$ cat config.mk
export PLATFORM = sky130hd
export DESIGN_NAME = ebrb_front
export DESIGN_NICKNAME = d
export VERILOG_FILES = /design/src/hw/rtl/ebrb_pkg.sv /design/src/hw/rtl/ebrb_front.sv
export SDC_FILE = /design/constraint.sdc
export NUM_CORES = 1
export LEC_CHECK = 0
export ABC_AREA = 1
export BUFFER_PORTS_ARGS = -buffer_cell sky130_fd_sc_hd__buf_2
export CELL_PAD_IN_SITES_DETAIL_PLACEMENT = 1
export CELL_PAD_IN_SITES_GLOBAL_PLACEMENT = 1
export CORE_MARGIN = 1
export CORE_UTILIZATION = 40
export DETAILED_ROUTE_END_ITERATION = 8
export PLACE_DENSITY_LB_ADDON = 0.1
export SLEW_MARGIN = 25
export SYNTH_ARGS = -nofsm -noshare
export SYNTH_HDL_FRONTEND = slang
export SYNTH_SLANG_ARGS = --single-unit
$ cat constraint.sdc
create_clock -name clk_i -period 3.15 [get_ports clk_i]
set_clock_uncertainty 0.2 [all_clocks]
set_input_delay 0.63 -clock clk_i [delete_from_list [all_inputs] [get_ports clk_i]]
set_output_delay 0.63 -clock clk_i [all_outputs]
set_load 0.05 [all_outputs]
$ cat src/hw/rtl/ebrb_pkg.sv
package ebrb_pkg;

  // fixed field widths
  localparam int unsigned WordW   = 16;
  localparam int unsigned CountW  = 7;
  localparam int unsigned ByteW   = 8;
  localparam int unsigned InDataW = 24;

  // kind of an input transaction, carried on tuser
  typedef enum logic {
    REQ_SAMPLE = 1'b0,
    REQ_PULL   = 1'b1
  } req_e;

  // classified command between front and back
  typedef struct packed {
    req_e              kind;
    logic [WordW-1:0]  word;
    logic [CountW-1:0] count;
  } cmd_t;

  // one result transaction
  typedef struct packed {
    logic [ByteW-1:0] data;
    logic             last;
    logic             empty;
  } res_t;

  // back end sequencer
  typedef enum logic [1:0] {
    ST_IDLE,
    ST_WR_HI,
    ST_READ,
    ST_EMPTY
  } back_state_e;

endpackage

$ cat src/hw/rtl/ebrb_front.sv
module ebrb_front #(
  parameter int unsigned MaxPull = 64
) (
  input  logic                          clk_i,
  input  logic                          rst_ni,
  input  logic                          s_valid_i,
  output logic                          s_ready_o,
  input  ebrb_pkg::req_e                s_kind_i,
  input  logic [ebrb_pkg::InDataW-1:0]  s_data_i,
  output logic                          cmd_valid_o,
  input  logic                          cmd_ready_i,
  output ebrb_pkg::cmd_t                cmd_o
);
  import ebrb_pkg::*;

  logic [WordW-1:0]  word;
  logic              smp_valid;
  logic [CountW-1:0] count_raw;
  logic [CountW-1:0] count_sat;
  logic              keep;
  logic              push;
  logic              pop;
  cmd_t              cmd_new;

  cmd_t              q_mem_q [2];
  logic              wr_ptr_q, wr_ptr_d;
  logic              rd_ptr_q, rd_ptr_d;
  logic [1:0]        cnt_q, cnt_d;

  // unpack and classify the incoming transaction
  assign word      = s_data_i[WordW-1:0];
  assign smp_valid = s_data_i[WordW];
  assign count_raw = s_data_i[WordW+1 +: CountW];
  assign count_sat = (count_raw > CountW'(MaxPull)) ? CountW'(MaxPull) : count_raw;
  // invalid samples change nothing and are dropped here
  assign keep      = (s_kind_i == REQ_PULL) || smp_valid;

  always_comb begin
    cmd_new       = '0;
    cmd_new.kind  = s_kind_i;
    cmd_new.word  = word;
    cmd_new.count = count_sat;
  end

  // two-entry command queue
  assign s_ready_o   = (cnt_q != 2'd2);
  assign push        = s_valid_i && s_ready_o && keep;
  assign cmd_valid_o = (cnt_q != 2'd0);
  assign pop         = cmd_valid_o && cmd_ready_i;
  assign cmd_o       = q_mem_q[rd_ptr_q];

  always_comb begin
    wr_ptr_d = push ? ~wr_ptr_q : wr_ptr_q;
    rd_ptr_d = pop ? ~rd_ptr_q : rd_ptr_q;
    cnt_d    = cnt_q + 2'(push) - 2'(pop);
  end

  always_ff @(posedge clk_i or negedge rst_ni) begin
    if (!rst_ni) begin
      wr_ptr_q <= 1'b0;
      rd_ptr_q <= 1'b0;
      cnt_q    <= 2'd0;
    end else begin
      wr_ptr_q <= wr_ptr_d;
      rd_ptr_q <= rd_ptr_d;
      cnt_q    <= cnt_d;
    end
  end

  // queue storage
  always_ff @(posedge clk_i) begin
    if (push) begin
      q_mem_q[wr_ptr_q] <= cmd_new;
    end
  end

endmodule

# Word level (Yosys, flattened, before mapping)
# Memories as Yosys holds them, arrays and structs flattened.
# Index checks and enable logic that the tools add are counted.
# classes
order_cmp	1
mul	0
div_mod_pow	0
muxes	3
reduce_logical	5
bitwise	2
addsub	2
n_eq_ne	1
n_shift	0
# op_table
op	n
7-bit greater-than comparator, second input constant	1
7-bit two-way mux	1
1-bit logical AND	3
2-bit by 1-bit adder with 2-bit output	1
1-bit two-way mux	2
2-bit inequality test, second input constant	1
1-bit inverter	2
2-bit nonzero test	1
2-bit by 1-bit subtractor with 2-bit output	1
1-bit logical OR	1
# word_totals
mem_count	1
ram_bits	48
elab_cells	18
latch_bits	0
output_inout_bits	26
mem_bits_ro	0
inputBits	29
regBits	4
# memory_table
name	words	width	rd	rd_ports_with_merged_regs	write_ports	line	source
q_mem_q	2	24	1	0	1	ebrb_front.sv:25	cmd_t q_mem_q [2];

# Depth between registers and ports, before layout
# logic_depth
depth_word	5
depth_mapped	8
mapped_depth_nobuf	8

# Worst setup path after synthesis
# Ideal clock, no wire load.
# synth_timing
path_type	register to register
startpoint	register cnt_q[1]
endpoint	memory q_mem_q[0][0] (netlist name), enable pin
n_path_buf	0
arrival_time_ns	1.882
path_stages_with_launch	4
slack_ns	0.663
synth_period_minus_slack_ns	2.487
setup_time_ns	0.405
required_time_ns	2.545
path_cell_list	dfrtp_1 nand2_2 nand3_2 nor2_1
# synth_between
elab_chain_len	5
# synth_lines
item	line	source
from (decl)	ebrb_front.sv:28	logic [1:0] cnt_q, cnt_d;
from (signal assigned)	ebrb_front.sv:66	cnt_q <= cnt_d;
2-bit inequality test	ebrb_front.sv:46	assign s_ready_o = (cnt_q != 2'd2);
named net s_ready_o	ebrb_front.sv:7	output logic s_ready_o,
1-bit logical AND (2 in series)	ebrb_front.sv:47	assign push = s_valid_i && s_ready_o && keep;
1-bit two-way mux	ebrb_front.sv:72	if (push) begin
1-bit two-way mux (implied by the code)	ebrb_front.sv:73	q_mem_q[wr_ptr_q] <= cmd_new;
to (decl)	ebrb_front.sv:25	
# The timed path passes the listed nets, and every way through them passes these cells.

==> metrics.md <==
| Metric | Value |
|---|---|
| Status | complete, no violations |
| Portion of the clock cycle consumed by the worst path in the final layout | 77.5% |
| Global router's overall resource usage | 16.1% |
| Number of diodes | 0 |
| Core area | 0.00488 mm2 |
| Clock buffer count from CTS | 5 |
| Full die area | 0.00554 mm2 |
| Number of cells on the worst hold path | 1 |
| Area occupied by registers | 0.00154 mm2 |
| Slew headroom | 63.5% |
| Type of the worst setup path | flop to output port |
| Number of buffer cells added on primary ports | 54 |
| Peak supply drop | 0.525 mV |
| Share of the yosys chip area belonging to registers | 73.5% |
| Synthesized instance count | 177 |
| Number of max-slew violations in the final report | 0 |
| Switching Share | 48.1% |
| Time the worst path needs with I/O delays and setup | 2.44 ns |
| Leak Pwr | 1.15 nW |
| Per-cell via count in the routed design | 4.49 |
| Drt total wl | 4.10 mm |
| Area grow syn2layout | 21.0% |
| Post-route DRC | 0 |
| Multi-input gate area in the final layout | 453 um2 |
| Setup Buffers After CTS | 0 |
| Cell taking the most area after synthesis | sky130_fd_sc_hd__edfxtp_1 |
| H-Tree Level Count | 2 |
| Fraction of post-synthesis cell area in the top cell type by area | 68.7% |
| Mapped cell area | 0.00210 mm2 |
| Horizontal extent of the die | 74.4 um |
| Non-filler cells in the finished layout | 304 |
| Final setup violating endpoints | 0 |
| Number of cells traversed by the worst register-to-register path | 4 |
| Average wire per standard cell | 13.5 um |
| Startpoint type of the worst setup path | flop |
| P per Cell Area | 1020 mW/mm2 |
| Remaining antenna violation count after routing | 0 |
| Mapped Avg Cell Area | 11.9 um2 |
| Routability congestion estimate | 0.746 |
| Flip-flop and latch count after synthesis | 52 |
| Share of layout cells above drive strength 1 | 30.4% |
| Effective utilization at floorplan | 43.0% |
| Total nets after synthesis | 207 |
| Fin nets | 266 |
| Biggest fanout along the worst timing path | 25 |
| Worst-path cell with the longest stage delay | sky130_fd_sc_hd__dfrtp_1 |
| Critical Path, Cell by Cell | buf_4, inv_4, nand2_1, nand2_1, buf_2 |
| IO Pins | 55 |
| Post-placement cell count | 295 |
| Top library cells by usage in the layout, fill and taps aside | sky130_fd_sc_hd__nand2_1 (77), sky130_fd_sc_hd__buf_2 (54), sky130_fd_sc_hd__edfxtp_1 (48), sky130_fd_sc_hd__inv_1 (14), sky130_fd_sc_hd__nor2_1 (12) |
| Highest clock rate | 410 MHz |
| Clk buf depth | 2 |
| Antenna violations before repair | 0 |
| First-pass GRT wire length | 6.44 mm |
| Sink Count | 52 |
| Clock tree from TritonCTS | done |
| Class of the worst hold path | primary input to flop |
| HPWL Detailed | 2.92 mm |
| Number of violations reported at the end of detailed-routing iteration 0 | 48 |
| FP Rows | 25 |
| Largest net degree at the start of global routing | 26 |
| Hold slack | 0.310 ns |
| Number of different library cells in the post-synthesis netlist | 20 |
| Measured slew at the worst slew-check pin | 0.547 ns |
| Internal cell power | 1.35 mW |
| Share of power burned in combinational logic | 49.4% |
| CP max stage delay | 0.38 ns |
| Crit. End Element | output port |
| Dominant cells by area after synthesis | sky130_fd_sc_hd__edfxtp_1 (69%), sky130_fd_sc_hd__nand2_1 (14%), sky130_fd_sc_hd__dfrtp_1 (4.8%) |
| Data required time at the worst endpoint | 2.32 ns |
| Final core area utilization | 52.1% |
| Via count of the first global-routing pass | 1426 |
| # fillers | 569 |
| Clock root buffer | sky130_fd_sc_hd__clkbuf_8 |
| Net switching power | 1.25 mW |
| Sequential Power Share | 36.7% |
| Synthesis warning total | 0 |
| Unrepaired setup endpoints after global routing | no |
| Most frequent standard cell in the layout excluding fill and tap cells | sky130_fd_sc_hd__nand2_1 |
| Total negative slack for setup checks | 0 ns |
| Insertion delay of the later-clocked pin in the worst-skew pair | 0.30 ns |
| Critical Path Most Common Cell | sky130_fd_sc_hd__nand2_1 |
| Quantity of gates resized following cts | 0 |
| Congestion Overflow GR | 0 |
| Clk pwr share | 13.9% |
| Clock transition at path regs | 0.09 ns |
| DR vias | 1366 |
| Final count of hold timing violations | 0 |
| Arrival time reported for the critical path endpoint | 1.61 ns |
| First drt pass iteration count | 2 |
| Die height | 74.4 um |
| Max-cap check violation count | 0 |
-- sequential cells by signal, indices dropped and copies added, names as in the netlist --
| name | cells |
|---|---|
| q_mem_q | 48 |
| cnt_q | 2 |
| wr_ptr_q | 1 |
| rd_ptr_q | 1 |
-- critical path: cells and delay by family (launching register included) --
family	cells	cell delay, ns
buf+inv	3	0.75
simple gates	2	0.18
flops	1	0.38
-- cells in the mapped netlist --
library cell	instances
sky130_fd_sc_hd__xnor2_1	1
sky130_fd_sc_hd__nand3_1	3
sky130_fd_sc_hd__xor2_2	1
sky130_fd_sc_hd__nand3_2	1
sky130_fd_sc_hd__buf_6	2
sky130_fd_sc_hd__inv_2	1
sky130_fd_sc_hd__nor2_1	14
sky130_fd_sc_hd__or2_4	1
sky130_fd_sc_hd__ha_1	1
sky130_fd_sc_hd__inv_1	14
sky130_fd_sc_hd__inv_4	1
sky130_fd_sc_hd__nand2_1	77
sky130_fd_sc_hd__clkbuf_1	1
sky130_fd_sc_hd__nand2_4	1
sky130_fd_sc_hd__buf_4	2
sky130_fd_sc_hd__nand2_2	1
sky130_fd_sc_hd__dfrtp_1	4
sky130_fd_sc_hd__xor2_1	2
sky130_fd_sc_hd__buf_2	1
sky130_fd_sc_hd__edfxtp_1	48
-- power groups by stage --
stage / sequential (mW) / combinational, mW / clock [mW]
final: 0.954 / 1.28 / 0.360
after detailed placement: 0.971 / 1.31 / 0
after global routing: 0.965 / 1.40 / 0.394
after CTS: 0.955 / 1.31 / 0.380
after floorplan: 0.961 / 1.03 / 0
after global placement: 0.964 / 1.29 / 0
-- per-layer routing --
metal	vias to the layer above	wire length (um)	part of all wire [%]	global-route usage [%]
met5	-	0	0	0
met4	0	65	1.6	6.29
met3	7	208	5.1	4.61
met2	35	2050	50	28.5
met1	640	1780	43	18.5
li1	684	-	-	-
-- layout make-up --
cell class | instances | share of cell area, %
Sequential cell | 52 | 60.7
Inverter | 16 | 2.46
Clock inverter | 2 | 0.443
Tap cell | 67 | 3.30
Multi-Input combinational cell | 103 | 17.8
Clock buffer | 6 | 2.86
Timing Repair Buffer | 58 | 12.4
-- final timing paths --
path | from | to | slack [ns]
max | rd_ptr_q$_DFFE_PN0P_ | cmd_o[17] | 0.71
min | s_data_i[14] | q_mem_q[0][21]$_DFFE_PP_ | 0.31
max reg2reg | cnt_q[1]$_DFF_PN0_ | q_mem_q[0][12]$_DFFE_PP_ | 1.29
min reg2reg | wr_ptr_q$_DFFE_PN0P_ | wr_ptr_q$_DFFE_PN0P_ | 0.40
max in group asynchronous | rst_ni | wr_ptr_q$_DFFE_PN0P_ | 2.17
min in group asynchronous | rst_ni | rd_ptr_q$_DFFE_PN0P_ | 0.46
-- logic make-up after synthesis --
kind of cell,synth area share [%]
xor gates and xnor gates,2.03
adders and majority gates,0.596
buffers and inverters,5.19
DFF,73.5
and+or+nand+nor,18.7
-- timing repair --
action | 4_1_cts | 5_1_grt
endpoints found under the setup margin | 0 | 0
hold buffers | 1 | 0
hold endpoints to repair | 4 | 0
-- through the flow --
| step | area (um2) | total power [mW] | worst slack, ns |
|---|---|---|---|
| floorplan | 2100 | 1.99 | 0.663 |
| global placement | 2450 | 2.25 | 1.00 |
| detailed placement | 2450 | 2.28 | 0.965 |
| CTS | 2540 | 2.65 | 0.670 |
| global route | 2540 | 2.76 | 0.601 |
| finish | 2540 | 2.60 | 0.710 |
Power figures use the tool's default switching activity.
